`src/design/tcnh_pkg.sv`:
```
package tcnh_pkg;

   localparam int NODE_BITS     = 16;
   localparam int DIR_BITS      = 4;
   localparam int LOG_SIZE_BITS = 5;
   localparam int STATE_BITS    = 64;

   // Field masks for the prefix parities: even and odd bit positions above bit 1.
   localparam logic [STATE_BITS-1:0] ODD_FIELD_MASK  = 64'h5555555555555554;
   localparam logic [STATE_BITS-1:0] EVEN_FIELD_MASK = 64'haaaaaaaaaaaaaaa8;

   localparam logic CSR_NET_WIDTH      = 1'b0;
   localparam logic CSR_TOPOLOGY_STATE = 1'b1;

   localparam logic CMD_NEIGHBOR = 1'b0;
   localparam logic CMD_NEXT_HOP = 1'b1;

   localparam logic [1:0] MODE_NONE  = 2'd0;
   localparam logic [1:0] MODE_LOW   = 2'd1;
   localparam logic [1:0] MODE_BELOW = 2'd2;
   localparam logic [1:0] MODE_ALL   = 2'd3;

   typedef struct packed {
      logic                 command;
      logic [NODE_BITS-1:0] node;
      logic [DIR_BITS-1:0]  direction;
      logic [NODE_BITS-1:0] target;
   } req_type;

   typedef struct packed {
      logic [NODE_BITS-1:0] result_node;
      logic                 error;
   } rsp_type;

   typedef struct packed {
      logic                 err;
      logic [NODE_BITS-1:0] node;
      logic [DIR_BITS-1:0]  dim;
   } dec_type;

   typedef struct packed {
      logic                 err;
      logic [NODE_BITS-1:0] node;
      logic [DIR_BITS-1:0]  dim;
      logic [1:0]           mode;
   } mode_type;

endpackage

```
`src/design/tcnh_decode.sv`:
```
module tcnh_decode #(
   parameter int MAX_WIDTH = 16
) (
   input  logic                                clock,
   input  logic                                reset,
   input  logic                                up_valid,
   input  tcnh_pkg::req_type                   up_beat,
   output logic                                up_stall,
   input  logic [tcnh_pkg::LOG_SIZE_BITS-1:0]  net_width,
   output logic                                dn_valid,
   output tcnh_pkg::dec_type                   dn_beat,
   input  logic                                dn_stall
);
   import tcnh_pkg::*;

   logic                 valid_ff, valid_in;
   dec_type              beat_ff, beat_in;
   logic [NODE_BITS:0]   span;
   logic [NODE_BITS-1:0] delta;
   logic [DIR_BITS-1:0]  top_dim;
   logic                 bad_width, node_oob, tgt_oob, dir_oob;

   assign up_stall = valid_ff && dn_stall;

   always_comb begin
      bad_width = (net_width < LOG_SIZE_BITS'(2))
               || (net_width > LOG_SIZE_BITS'(MAX_WIDTH));
      span      = ((NODE_BITS+1)'(1) << net_width) - (NODE_BITS+1)'(1);
      node_oob  = |({1'b0, up_beat.node} & ~span);
      tgt_oob   = |({1'b0, up_beat.target} & ~span);
      dir_oob   = {1'b0, up_beat.direction} >= net_width;
   end

   // Highest differing bit; zero when node equals target.
   always_comb begin
      delta   = up_beat.node ^ up_beat.target;
      top_dim = '0;
      for (int i = 0; i < NODE_BITS; i++) begin
         if (delta[i]) top_dim = DIR_BITS'(i);
      end
   end

   always_comb begin
      valid_in     = up_stall ? valid_ff : up_valid;
      beat_in.node = up_beat.node;
      if (up_beat.command == CMD_NEXT_HOP) begin
         beat_in.err = bad_width || node_oob || tgt_oob;
         beat_in.dim = top_dim;
      end else begin
         beat_in.err = bad_width || node_oob || dir_oob;
         beat_in.dim = up_beat.direction;
      end
   end

   always_ff @(posedge clock) begin
      if (reset) begin
         valid_ff <= 1'b0;
      end else begin
         valid_ff <= valid_in;
      end
   end

   always_ff @(posedge clock) begin
      if (!up_stall) begin
         beat_ff <= beat_in;
      end
   end

   assign dn_valid = valid_ff;
   assign dn_beat  = beat_ff;

endmodule

```
`src/design/tcnh_mode.sv`:
```
module tcnh_mode (
   input  logic                                clock,
   input  logic                                reset,
   input  logic                                up_valid,
   input  tcnh_pkg::dec_type                   up_beat,
   output logic                                up_stall,
   input  logic [tcnh_pkg::LOG_SIZE_BITS-1:0]  net_width,
   input  logic [tcnh_pkg::STATE_BITS-1:0]     topology_state,
   output logic                                dn_valid,
   output tcnh_pkg::mode_type                  dn_beat,
   input  logic                                dn_stall
);
   import tcnh_pkg::*;

   logic                  valid_ff, valid_in;
   mode_type              beat_ff, beat_in;
   logic [NODE_BITS:0]    node_ext;
   logic                  blk0, has_alt, dim1_mode;
   logic [STATE_BITS-1:0] fmask;
   logic [5:0]            alt_pos;
   logic [1:0]            alt, base, m_gen, c;

   assign up_stall = valid_ff && dn_stall;

   always_comb begin
      c        = topology_state[1:0];
      node_ext = {1'b0, up_beat.node};
      // Low bit of the block index node >> (d+1).
      blk0     = node_ext[LOG_SIZE_BITS'(up_beat.dim) + LOG_SIZE_BITS'(1)];
      fmask    = (STATE_BITS'(1) << {up_beat.dim, 1'b0}) - STATE_BITS'(4);
      has_alt  = (LOG_SIZE_BITS'(up_beat.dim) + LOG_SIZE_BITS'(1)) < net_width;
      alt_pos  = 6'({net_width, 1'b0}) + 6'({up_beat.dim, 1'b0}) - 6'd6;
      alt      = 2'(topology_state >> alt_pos);
      case (c)
         2'b10:   base = MODE_LOW;
         2'b11:   base = MODE_BELOW;
         default: base = MODE_NONE;
      endcase
      m_gen = base
            ^ {^(topology_state & fmask & EVEN_FIELD_MASK),
               ^(topology_state & fmask & ODD_FIELD_MASK)}
            ^ ((blk0 && has_alt) ? alt : 2'b00);
      case (c)
         2'b00:   dim1_mode = 1'b0;
         2'b01:   dim1_mode = blk0;
         2'b10:   dim1_mode = ~blk0;
         default: dim1_mode = 1'b1;
      endcase
   end

   always_comb begin
      valid_in     = up_stall ? valid_ff : up_valid;
      beat_in.err  = up_beat.err;
      beat_in.node = up_beat.node;
      beat_in.dim  = up_beat.dim;
      if (up_beat.dim == DIR_BITS'(0)) begin
         beat_in.mode = MODE_NONE;
      end else if (up_beat.dim == DIR_BITS'(1)) begin
         // Width-2 network twists dimension 1 by state bit 0 only.
         beat_in.mode = (net_width == LOG_SIZE_BITS'(2)) ? {1'b0, topology_state[0]}
                                                         : {1'b0, dim1_mode};
      end else begin
         beat_in.mode = m_gen;
      end
   end

   always_ff @(posedge clock) begin
      if (reset) begin
         valid_ff <= 1'b0;
      end else begin
         valid_ff <= valid_in;
      end
   end

   always_ff @(posedge clock) begin
      if (!up_stall) begin
         beat_ff <= beat_in;
      end
   end

   assign dn_valid = valid_ff;
   assign dn_beat  = beat_ff;

endmodule

```
`src/design/tcnh_flip.sv`:
```
module tcnh_flip (
   input  logic               clock,
   input  logic               reset,
   input  logic               up_valid,
   input  tcnh_pkg::mode_type up_beat,
   output logic               up_stall,
   output logic               dn_valid,
   output tcnh_pkg::rsp_type  dn_beat,
   input  logic               dn_stall
);
   import tcnh_pkg::*;

   logic                 valid_ff, valid_in;
   rsp_type              beat_ff, beat_in;
   logic [NODE_BITS-1:0] onehot, twist;

   assign up_stall = valid_ff && dn_stall;

   always_comb begin
      onehot = NODE_BITS'(1) << up_beat.dim;
      case (up_beat.mode)
         MODE_NONE:  twist = '0;
         MODE_LOW:   twist = NODE_BITS'(1);
         MODE_BELOW: twist = onehot >> 1;
         MODE_ALL:   twist = onehot - NODE_BITS'(1);
         default:    twist = '0;
      endcase
      valid_in            = up_stall ? valid_ff : up_valid;
      beat_in.error       = up_beat.err;
      beat_in.result_node = up_beat.err ? '0 : (up_beat.node ^ onehot ^ twist);
   end

   always_ff @(posedge clock) begin
      if (reset) begin
         valid_ff <= 1'b0;
      end else begin
         valid_ff <= valid_in;
      end
   end

   always_ff @(posedge clock) begin
      if (!up_stall) begin
         beat_ff <= beat_in;
      end
   end

   assign dn_valid = valid_ff;
   assign dn_beat  = beat_ff;

endmodule

```
`src/design/twisted_cube_next_hop_unit.sv`:
```
// Twisted hypercube next-hop unit. Each request beat gives either the neighbor of a
// node along one dimension or the first hop toward a target (highest differing bit,
// dimension 0 when node equals target). A result beat passes through three register
// stages (range check and hop dimension, twist mode, flip mask); one request is taken
// every cycle while the result side keeps up, and each stage holds its beat under
// stall. Out-of-range width, node, direction or target gives error with a zero result.
// net_width (index 0) and topology_state (index 1) are written through the csr port,
// which is always ready; the user must write them only while no request is in flight,
// as the block itself does not enforce it.
module twisted_cube_next_hop_unit #(
   parameter int MAX_WIDTH = 16
) (
   input  logic                             clock,
   input  logic                             reset,
   input  logic                             req_valid,
   input  tcnh_pkg::req_type                req_beat,
   output logic                             req_stall,
   output logic                             rsp_valid,
   output tcnh_pkg::rsp_type                rsp_beat,
   input  logic                             rsp_stall,
   input  logic                             csr_valid,
   output logic                             csr_ready,
   input  logic                             csr_index,
   input  logic [tcnh_pkg::STATE_BITS-1:0]  csr_data
);
   import tcnh_pkg::*;

   logic [LOG_SIZE_BITS-1:0] net_width_ff, net_width_in;
   logic [STATE_BITS-1:0]    topology_state_ff, topology_state_in;
   logic                     dec_valid, dec_stall, mode_valid, mode_stall;
   dec_type                  dec_beat;
   mode_type                 mode_beat;

   assign csr_ready = 1'b1;

   always_comb begin
      net_width_in      = net_width_ff;
      topology_state_in = topology_state_ff;
      if (csr_valid && csr_ready) begin
         case (csr_index)
            CSR_NET_WIDTH:      net_width_in      = csr_data[LOG_SIZE_BITS-1:0];
            CSR_TOPOLOGY_STATE: topology_state_in = csr_data;
            default:            net_width_in      = net_width_ff;
         endcase
      end
   end

   always_ff @(posedge clock) begin
      if (reset) begin
         net_width_ff      <= LOG_SIZE_BITS'(2);
         topology_state_ff <= '0;
      end else begin
         net_width_ff      <= net_width_in;
         topology_state_ff <= topology_state_in;
      end
   end

   tcnh_decode #(.MAX_WIDTH(MAX_WIDTH)) u_decode (
      .clock     (clock),
      .reset     (reset),
      .up_valid  (req_valid),
      .up_beat   (req_beat),
      .up_stall  (req_stall),
      .net_width (net_width_ff),
      .dn_valid  (dec_valid),
      .dn_beat   (dec_beat),
      .dn_stall  (dec_stall)
   );

   tcnh_mode u_mode (
      .clock          (clock),
      .reset          (reset),
      .up_valid       (dec_valid),
      .up_beat        (dec_beat),
      .up_stall       (dec_stall),
      .net_width      (net_width_ff),
      .topology_state (topology_state_ff),
      .dn_valid       (mode_valid),
      .dn_beat        (mode_beat),
      .dn_stall       (mode_stall)
   );

   tcnh_flip u_flip (
      .clock    (clock),
      .reset    (reset),
      .up_valid (mode_valid),
      .up_beat  (mode_beat),
      .up_stall (mode_stall),
      .dn_valid (rsp_valid),
      .dn_beat  (rsp_beat),
      .dn_stall (rsp_stall)
   );

endmodule

```
`config.mk`:
```
export PLATFORM = sky130hd
export DESIGN_NAME = twisted_cube_next_hop_unit
export DESIGN_NICKNAME = d
export VERILOG_FILES = /design/src/design/tcnh_pkg.sv /design/src/design/tcnh_decode.sv /design/src/design/tcnh_mode.sv /design/src/design/tcnh_flip.sv /design/src/design/twisted_cube_next_hop_unit.sv
export SDC_FILE = /design/constraint.sdc
export NUM_CORES = 1
export LEC_CHECK = 0
export ABC_CLOCK_PERIOD_IN_PS = 5300
export BUFFER_PORTS_ARGS = -buffer_cell sky130_fd_sc_hd__clkbuf_2
export CORE_ASPECT_RATIO = 0.7
export CORE_UTILIZATION = 50
export DETAILED_ROUTE_END_ITERATION = 10
export PLACE_DENSITY = 0.82
export SETUP_SLACK_MARGIN = 0.4
export SKIP_LAST_GASP = 1
export SYNTH_ARGS = -nofsm -noshare
export SYNTH_HDL_FRONTEND = slang
export SYNTH_SLANG_ARGS = --single-unit
```
`constraint.sdc`:
```
create_clock -name clock -period 5.3 [get_ports clock]
set_clock_uncertainty 0.1 [all_clocks]
set_input_delay 0.265 -clock clock [delete_from_list [all_inputs] [get_ports clock]]
set_output_delay 0.265 -clock clock [all_outputs]
set_load 0.02 [all_outputs]
```
==> out/metrics.yaml, run 1 <==
run_status:
  outcome: "completed"
grt:
  first_global_vias: 7282
  grt_overflow: 0
  antenna_found_initial: 0
  grt_pass1_wl_mm: 38.1
  track_usage_pct: 28.8
  grt_max_degree: 73
floorplanning:
  std_cell_rows: 39
  num_io_pins: 127
  start_util_pct: 51.3
  core_region_area_sq_um: 16300
  die_w_um: 157
  die_h_um: 110
  floorplan.die_area_sq_um: 17300
placed_design:
  place_inst: 1229
  hpwl_mm: 16.4
  placed_area_sq_um: 9060
  gp_congestion: 0.928
  portBuffers: 125
timing:
  setup_viol: 0
  fmax_ghz: 0.219
  report.final.slew_viol_count: 0
  tightest_slew_ns: 1.14
  period_share_pct: 86.2
  finalHoldViolCount: 0
  rsz0062_at_grt: "no"
  relSlewSlack_pct: 23.8
  fin_setup_tns_ns: 0
  fin_crit_ns: 4.57
critical_path:
  crit_fanout: 16
  worstSetupEndpointType: "register"
  path_class: "register to register"
  cp.arrival_ns: 4.62
  required_ns: 5.35
  start_kind: "register"
logic_synthesis:
  netlist_area_sq_um: 8390
  synth.area.top_cells: "edfxtp_1 (22%), dfxtp_1 (17%), nand2_1 (7.9%), xnor2_1 (7.8%), a21oi_1 (6.4%)"
  synth_most_common_cell: "nand2_1"
  synthTopCellsByCount: "nand2_1 (176), a21oi_1 (108), xnor2_1 (75)"
  ys.flop_type: "dfxtp_1"
  synth.top_cell.area_share_pct: 21.8
  synthArstFlopShare_pct: 0
  ys_seq_area_share_pct: 39.0
  synth_cells: 936
  synth_area_leader_cell: "edfxtp_1"
  yosysWarnings: 0
  synth-edff-count: 61
  syn_nets: 1070
  synth_cell_type_count: 67
  synth-seq-cells: 133
  syn_avg_cell_area_sq_um: 8.97
power:
  power_mw: 3.39
  max-vdd-ir-drop_mv: 0.173
  powerDensity_nw_per_um2: 322
  leakage_nw: 4.21
layout:
  drive_gt1_share_pct: 18.5
  multi_input_area_sq_um: 4730
  seq_area_sq_um: 3270
  nNetsFinal: 1239
  design_area_sq_um: 10500
  syn_to_final_growth_pct: 25.4
  antenna_cells: 0
  stdcell_count: 1343
  nFillCells: 1301
clocking:
  cts_max_path_buffers: 2
  cts.sinks: 133
  cts-root-buf: "clkbuf_16"
  cts_tree: "done"
  clk_pin_slew_worst_paths_ns: 0.06
  h-tree-depth: 4
  clk_latency_ns: 0.43
  cts_inserted_buffers: 17
drt:
  drt_first_pass_iters: 6
  drt-initial-drc-count: 838
  post_drt_wl_per_cell_um: 17.9
  antenna_left: 0
  vias_per_cell: 5.66
  num_vias: 7601
  drc_errors: 0
  wl_mm: 24.0
run:
  cap_violations: 0
worst_hold_path:
  min_path_type: "primary input to register"
==> per-layer routing <==
layer  vias up  track usage, %  wire length (um)  share of wire, %
li1       3613               -                 -                 -
met1      3563            41.7             10700                45
met2       375            42.5             10500                44
met3        50            6.99              2370               9.9
met4         0            8.04               453               1.9
met5         -               0                 0                 0
==> final timing paths <==
| check | start | to | slack, ns | cells past startpoint |
|---|---|---|---|---|
| max | u_decode.dn_beat[0]$_DFFE_PN_ | u_mode.dn_beat[0]$_SDFFCE_PP0N_ | 0.73 | 15 |
| min | csr_data[22] | topology_state_ff[22]$_SDFFE_PP0P_ | 0.02 | 3 |
| max reg2reg | u_decode.dn_beat[0]$_DFFE_PN_ | u_mode.dn_beat[0]$_SDFFCE_PP0N_ | 0.73 | 15 |
| min reg2reg | u_decode.dn_beat[20]$_DFFE_PN_ | u_mode.dn_beat[22]$_DFFE_PN_ | 0.32 | 0 |
==> flip-flops by register name, indices dropped and copies added (netlist names) <==
| register | count |
|---|---|
| u_decode.dn_beat | 21 |
| u_flip.dn_beat | 17 |
| u_mode.dn_valid | 1 |
| u_mode.dn_beat | 23 |
| net_width_ff | 5 |
| u_flip.dn_valid | 1 |
| topology_state_ff | 64 |
| u_decode.dn_valid | 1 |
==> report_power, final <==
group          total [mW]  switching, mW  internal, mW  leakage (nW)
Sequential           1.24          0.107          1.13          1.24
Clock                1.27          0.469         0.800         0.320
Combinational       0.879          0.444         0.435          2.65
==> per-stage QoR <==
stage | hold WS, ns | utilization, % | worst slack (ns)
floorplan | 0.264 | - | 1.02
global placement | 0.309 | 55.5 | 0.743
detailed placement | 0.305 | 55.5 | 0.689
CTS | 0.00719 | 64.2 | 0.591
global route | 0.00728 | 64.4 | 0.471
finish | 0.0158 | 64.4 | 0.733
==> critical path, cell delays in order, from the launching register on <==
cell      delay, ns
edfxtp_1       0.47
inv_1          0.15
ha_1           0.56
nor3_1         0.18
o21ai_0        0.39
nor3b_1        0.10
ha_1           0.29
nor2b_1        0.14
xnor2_1        0.15
xnor2_1        0.10
xnor2_1        0.36
xnor3_1        0.38
xnor3_1        0.38
xnor3_1        0.36
o21ai_0        0.09
o21ai_1        0.10
==> cells in the final DEF (no fill, tap or decap), drive strengths merged, types with 10 or more instances in the layout <==
cell type    count
xor2            21
xnor2           75
buf             11
inv             30
nand3           19
clkbuf         147
dfxtp           72
edfxtp          61
nor2            67
mux4            24
dlygate4sd3     78
ha              26
o21ai           40
nor3            21
nand2b          10
a21oi          109
nand2          176
==> layout make-up <==
type                    instances  share of cell area (%)
repair buffers                214                    14.1
inverters                      29                    1.03
multi-input cells             710                    44.9
well taps                     225                    2.67
flip-flops and latches        133                    31.1
clock inverters                10                    1.24
clock buffers                  22                    4.93
==> cells by family after synthesis <==
logic type	synth area share, %
compound gates	15.4
buf+inv	4.77
mux	7.42
simple gates	17.1
fa+ha+maj	4.11
xor+xnor	12.2
flops	39.0
other cells	0.0447
==> what timing repair did <==
item                       CTS  global route
setup buffers                0             4
hold buffers                78             0
resized for setup            0             1
hold endpoints to repair    82             0
setup endpoints to repair    0             1
Note: power is estimated with default switching activity, not from simulation.
==> run 2: changes to the inputs <==
--- a/config.mk
+++ b/config.mk
@@ -11,8 +11,10 @@
 export CORE_UTILIZATION = 50
 export DETAILED_ROUTE_END_ITERATION = 10
 export PLACE_DENSITY = 0.82
+export RECOVER_POWER = 50
 export SETUP_SLACK_MARGIN = 0.4
 export SKIP_LAST_GASP = 1
+export SLEW_MARGIN = 30
 export SYNTH_ARGS = -nofsm -noshare
 export SYNTH_HDL_FRONTEND = slang
 export SYNTH_SLANG_ARGS = --single-unit
==> run 2 against run 1 <==
  * The flow now finishes with violations (max-capacitance violations, max-slew violations)
  * Sequential cell count did not move
  * Cell area fell by 0.97%
  * Via count fell by 0.95%
  * Worst setup slack got worse by 0.089 ns
  * First-iteration DRC count fell by 3.9%
  * Power fell by 4.6%
  * Largest cell class unchanged
  * Global-route usage fell by 0.25 points
  * Sequential power barely moved
==> out/metrics.yaml, run 2 (same netlist as run 1, synthesis figures left out) <==
run_status:
  violations: "max-capacitance violations, max-slew violations"
  outcome: "finished with violations"
critical_path:
  start_kind: "register"
  crit_fanout: 25
  cp.arrival_ns: 4.72
  worstSetupEndpointType: "register"
  r2r_setup_slack_ns: 0.64
  r2r_end: "u_mode.dn_beat[0]$_SDFFCE_PP0N_"
  required_ns: 5.36
  r2r-start: "u_decode.dn_beat[3]$_DFFE_PN_"
  path_class: "register to register"
  worstRegToRegCells: 13
timing:
  tightest_slew_ns: 2.93
  fin_crit_ns: 4.66
  relSlewSlack_pct: -95.7
  rsz0062_at_grt: "no"
  period_share_pct: 87.9
  report.final.slew_viol_count: 65
  finalHoldViolCount: 0
  fmax_ghz: 0.215
  fin_setup_tns_ns: 0
  setup_viol: 0
layout:
  nNetsFinal: 1240
  fin_util_pct: 63.8
  multi_input_area_sq_um: 4730
  final_cell_mix: "nand2_1 (174), clkbuf_2 (110), a21oi_1 (108), dlygate4sd3_1 (78), xnor2_1 (75)"
  top_register: "topology_state_ff"
  largest_reg_flops: 64
  final_common_cell: "nand2_1"
  syn_to_final_growth_pct: 24.2
  antenna_cells: 0
  nFillCells: 1323
  seq_area_sq_um: 3270
  drive_gt1_share_pct: 16.9
power:
  leakage_nw: 4.12
  max-vdd-ir-drop_mv: 0.176
  powerDensity_nw_per_um2: 310
floorplanning:
  core_region_area_sq_um: 16300
  num_io_pins: 127
  die_h_um: 110
  floorplan.die_area_sq_um: 17300
  die_w_um: 157
  start_util_pct: 51.3
  std_cell_rows: 39
drt:
  drt-initial-drc-count: 805
  antenna_left: 0
  num_vias: 7529
  drt_first_pass_iters: 6
  vias_per_cell: 5.61
  wl_mm: 23.5
  drc_errors: 0
  post_drt_wl_per_cell_um: 17.5
clocking:
  cts-root-buf: "clkbuf_16"
  clk_pin_slew_worst_paths_ns: 0.06
  cts_inserted_buffers: 17
  h-tree-depth: 4
  cts_max_path_buffers: 2
  cts_tree: "done"
  clk_latency_ns: 0.43
  cts.sinks: 133
worst_hold_path:
  hold_depth: 3
  min_path_type: "primary input to register"
  hp-start: "csr_data[22]"
  holdPathEnd: "topology_state_ff[22]$_SDFFE_PP0P_"
grt:
  track_usage_pct: 28.5
  grt_overflow: 0
  antenna_found_initial: 0
  grt_max_degree: 73
  first_global_vias: 7123
  grt_pass1_wl_mm: 37.8
placed_design:
  portBuffers: 125
  gp_congestion: 0.928
  hpwl_mm: 16.4
run:
  cap_violations: 1
==> run 2: layout make-up <==
| type | count | share of cell area [%] |
|---|---|---|
| Clock buffer | 20 | 4.42 |
| Clock inverter | 11 | 0.936 |
| Inverter | 29 | 1.04 |
| Multi-Input combinational cell | 710 | 45.4 |
| Sequential cell | 133 | 31.4 |
| Tap cell | 225 | 2.70 |
| Timing Repair Buffer | 215 | 14.1 |
==> run 2: per-layer routing <==
metal	global-route usage (%)	up-vias	part of all wire, %
met5	0	-	0
met4	8.89	0	1.3
met3	5.97	28	9.4
met2	40.9	364	43
met1	42.5	3528	46
li1	-	3609	-
==> run 2: worst max-delay path, cell delays in order (launching register included) <==
cell	delay, ns
edfxtp_1	0.34
clkbuf_1	0.80
clkinv_1	0.31
ha_1	0.37
inv_1	0.04
ha_1	0.31
xor2_1	0.55
mux4_2	0.35
mux2i_1	0.08
nor4b_1	0.47
xnor3_1	0.30
xnor3_1	0.20
o21ai_0	0.08
o21ai_1	0.08
==> run 2: worst max path at each step <==
stage	end	startpoint	depth (start not counted)
after detailed placement	u_mode.dn_beat[0]$_SDFFCE_PP0N_	u_decode.dn_beat[0]$_DFFE_PN_	15
final	u_mode.dn_beat[0]$_SDFFCE_PP0N_	u_decode.dn_beat[3]$_DFFE_PN_	13
after CTS	u_mode.dn_beat[0]$_SDFFCE_PP0N_	u_decode.dn_beat[0]$_DFFE_PN_	15
after floorplan	u_mode.dn_beat[0]$_SDFFCE_PP0N_	u_decode.dn_beat[0]$_DFFE_PN_	19
after global placement	u_mode.dn_beat[0]$_SDFFCE_PP0N_	u_decode.dn_beat[0]$_DFFE_PN_	15
after global routing	u_mode.dn_beat[0]$_SDFFCE_PP0N_	u_decode.dn_beat[3]$_DFFE_PN_	13
==> run 2: report_power, final <==
| part | switching (mW) | internal, mW | leakage [nW] |
|---|---|---|---|
| logic | 0.437 | 0.435 | 2.60 |
| registers | 0.106 | 1.13 | 1.24 |
| clock network | 0.449 | 0.673 | 0.279 |
==> run 2: what timing repair did <==
action / 4_1_cts / 5_1_grt
hold buffers: 78 / 0
hold endpoints to repair: 83 / 0
buffers inserted: 0 / 5
gates resized for setup: 0 / 1
endpoints found under the setup margin: 0 / 1
==> run 2: metrics by stage <==
step | total power, mW | hold WS, ns | cells | instance area, sq um | worst slack (ns)
after global routing | 3.38 | 0.000380 | 1343 | 10400 | 0.350
after CTS | 3.22 | 0.00582 | 1338 | 10400 | 0.671
after global placement | 2.04 | 0.309 | 1229 | 9060 | 0.743
after floorplan | 1.85 | 0.264 | 936 | 8390 | 1.02
final | 3.23 | 0.00980 | 1343 | 10400 | 0.644
after detailed placement | 2.05 | 0.305 | 1229 | 9070 | 0.689
==> run 3: changes to the inputs <==
--- a/config.mk
+++ b/config.mk
@@ -5,6 +5,7 @@
 export SDC_FILE = /design/constraint.sdc
 export NUM_CORES = 1
 export LEC_CHECK = 0
+export ABC_AREA = 1
 export ABC_CLOCK_PERIOD_IN_PS = 5300
 export BUFFER_PORTS_ARGS = -buffer_cell sky130_fd_sc_hd__clkbuf_2
 export CORE_ASPECT_RATIO = 0.7
==> run 3 against run 2 <==
  * The run still ends with max-capacitance violations, max-slew violations left
  * Global-route usage increased by 0.17 points
  * Maximum frequency increased by 5.7%
  * Clock-buffer cell count down 3
  * Final cell count grew 27%
  * Synthesized cell count grew 41%
  * Power rose by 7.2%
  * Register-to-register slack improved by 0.25 ns
  * Worst hold slack worse by 0.0016 ns
  * Clock power is essentially flat
  * Synthesized area grew 10%
  * Critical path type unchanged
==> out/metrics.yaml, run 3 <==
run_status:
  outcome: "finished with violations"
  violations: "max-capacitance violations, max-slew violations"
critical_path:
  required_ns: 5.36
  path_class: "register to register"
  cp.arrival_ns: 4.47
  start_kind: "register"
  crit_buf_inv: 4
  worstSetupEndpointType: "register"
  crit_chain: "clkbuf_1 > nor2_2 > nand2_1 > ha_1 > nand2_4 > nor2_8 > nand3_1 > clkinv_1 > nand2_1 > inv_1 > ha_1 > nand2_1 > inv_1 > nand3_1 > nand2_1 > nand2_1 > nand2_1 > nand3_1 > nand3b_1 > nand3_1 > nand2_1 > nand2_1 > nand3_1 > a21oi_1"
  cp_slowest_cell: "clkbuf_1"
  max_stage_delay_ns: 0.95
  path_delay_family: "simple AND/OR/NAND/NOR gates"
  crit_top_cell: "nand2_1"
  crit_fanout: 18
layout:
  drive_gt1_share_pct: 13.2
  nNetsFinal: 1594
  largest_reg_flops: 64
  top_register: "topology_state_ff"
  final_common_cell: "nand2_1"
  syn_to_final_growth_pct: 17.1
  final_cell_mix: "nand2_1 (336), inv_1 (156), nor2_1 (134), o21ai_0 (107), nand3_1 (98)"
  design_area_sq_um: 10800
  antenna_cells: 0
timing:
  tightest_slew_ns: 2.23
  rsz0062_at_grt: "no"
  report.final.slew_viol_count: 70
  relSlewSlack_pct: -48.9
  layout_setup_ws_ns: 0.896
  fmax_ghz: 0.227
  period_share_pct: 83.1
  fin_crit_ns: 4.40
  setup_viol: 0
  fin_setup_tns_ns: 0
  finalHoldViolCount: 0
placed_design:
  placed_area_sq_um: 10000
  portBuffers: 125
  preCtsSetupSlack_ns: 1.04
  hpwl_mm: 20.0
  gp_congestion: 0.966
clocking:
  clk_latency_ns: 0.43
  cts_resized: 0
  cts-root-buf: "clkbuf_16"
  cts_tree: "done"
  hold_buffers: 31
  h-tree-depth: 4
  post-cts-setup-buffers: 0
  cts_inserted_buffers: 17
  cts_max_path_buffers: 2
  clk_pin_slew_worst_paths_ns: 0.06
  cts.sinks: 133
logic_synthesis:
  synth_cell_type_count: 54
  synthTopCellsByCount: "nand2_1 (337), inv_1 (157), nor2_1 (134)"
  synth_cells: 1318
  synth_area_leader_cell: "edfxtp_1"
  synth-seq-cells: 133
  synth_most_common_cell: "nand2_1"
  synth.top_cell.area_share_pct: 19.8
  netlist_area_sq_um: 9250
  ys_seq_area_share_pct: 35.4
  syn_avg_cell_area_sq_um: 7.02
  synth.area.top_cells: "edfxtp_1 (20%), dfxtp_1 (16%), nand2_1 (14%), inv_1 (6.4%), o21ai_0 (5.8%)"
  ys.flop_type: "dfxtp_1"
  synth-edff-count: 61
  syn_nets: 1452
  yosysWarnings: 0
  synthArstFlopShare_pct: 0
drt:
  drt_first_pass_iters: 5
  drt-initial-drc-count: 951
  num_vias: 9181
  post_drt_wl_per_cell_um: 15.4
  antenna_left: 0
  drc_errors: 0
  wl_mm: 26.4
  vias_per_cell: 5.37
power:
  max-vdd-ir-drop_mv: 0.240
  power_mw: 3.47
  powerDensity_nw_per_um2: 320
  leakage_nw: 5.05
floorplanning:
  num_io_pins: 127
  floorplan.die_area_sq_um: 19100
  die_h_um: 116
  die_w_um: 165
  core_region_area_sq_um: 18100
  std_cell_rows: 41
  start_util_pct: 51.2
grt:
  track_usage_pct: 28.7
  antenna_found_initial: 0
  grt_overflow: 0
  first_global_vias: 8283
  grt_pass1_wl_mm: 42.0
  grt_max_degree: 70
run:
  cap_violations: 1
worst_hold_path:
  min_path_type: "primary input to register"
## run 3: cells by family after synthesis
group | count (synthesis) | synth area share (%)
xor gates and xnor gates | 62 | 6.11
and+or+nand+nor | 649 | 31.8
DFF | 133 | 35.4
adders and majority gates | 27 | 3.73
other | 1 | 0.0405
AOI/OAI and AO/OA | 235 | 13.7
buffers and inverters | 211 | 9.25
## run 3: final timing paths
| kind | startpoint | depth (start not counted) | slack (ns) | to |
|---|---|---|---|---|
| setup / recovery | u_decode.dn_beat[3]$_DFFE_PN_ | 24 | 0.90 | u_mode.dn_beat[0]$_SDFFCE_PP0N_ |
| hold / removal | csr_data[6] | 3 | 0.008 | topology_state_ff[6]$_SDFFE_PP0P_ |
| setup reg to reg | u_decode.dn_beat[3]$_DFFE_PN_ | 24 | 0.90 | u_mode.dn_beat[0]$_SDFFCE_PP0N_ |
| hold reg to reg | u_decode.dn_beat[20]$_DFFE_PN_ | 0 | 0.32 | u_mode.dn_beat[22]$_DFFE_PN_ |
## run 3: cell type report
class,count,area [sq um]
tap,236,295
clock inverter,15,136
sequential,133,3270
multi-input combinational,974,5130
fill,1644,7220
inverter,173,652
clock buffer,17,425
timing repair buffer,161,926
## run 3: per-layer routing
metal / global-route usage (%) / routed length [um]
met2: 40.7 / 10600
met5: 0 / 0
met4: 7.16 / 411
met3: 7.91 / 3030
met1: 42.6 / 12400
## run 3: metrics by stage
| step | std cells | hold slack [ns] | utilization, % |
|---|---|---|---|
| after CTS | 1708 | 0.000288 | 60.2 |
| final | 1709 | 0.00825 | 60.0 |
| after global placement | 1645 | 0.303 | 55.4 |
| after global routing | 1709 | 0.0229 | 60.0 |
| after floorplan | 1318 | 0.234 | - |
| after detailed placement | 1645 | 0.311 | 55.4 |
## run 3: power by group
part	internal [mW]	switching (mW)	total [mW]
combinational	0.393	0.731	1.12
sequential	1.14	0.0645	1.21
clock	0.618	0.517	1.14
total	2.15	1.31	3.47
## run 3: worst register-to-register path: stages, from the launching register on
cell and delay, ns:
edfxtp_1 0.33, clkbuf_1 0.95, nor2_2 0.11, nand2_1 0.28, ha_1 0.38, nand2_4 0.10
nor2_8 0.18, nand3_1 0.15, clkinv_1 0.09, nand2_1 0.10, inv_1 0.08, ha_1 0.22
nand2_1 0.12, inv_1 0.08, nand3_1 0.07, nand2_1 0.09, nand2_1 0.06, nand2_1 0.06
nand3_1 0.09, nand3b_1 0.13, nand3_1 0.11, nand2_1 0.08, nand2_1 0.05, nand3_1 0.08
a21oi_1 0.08
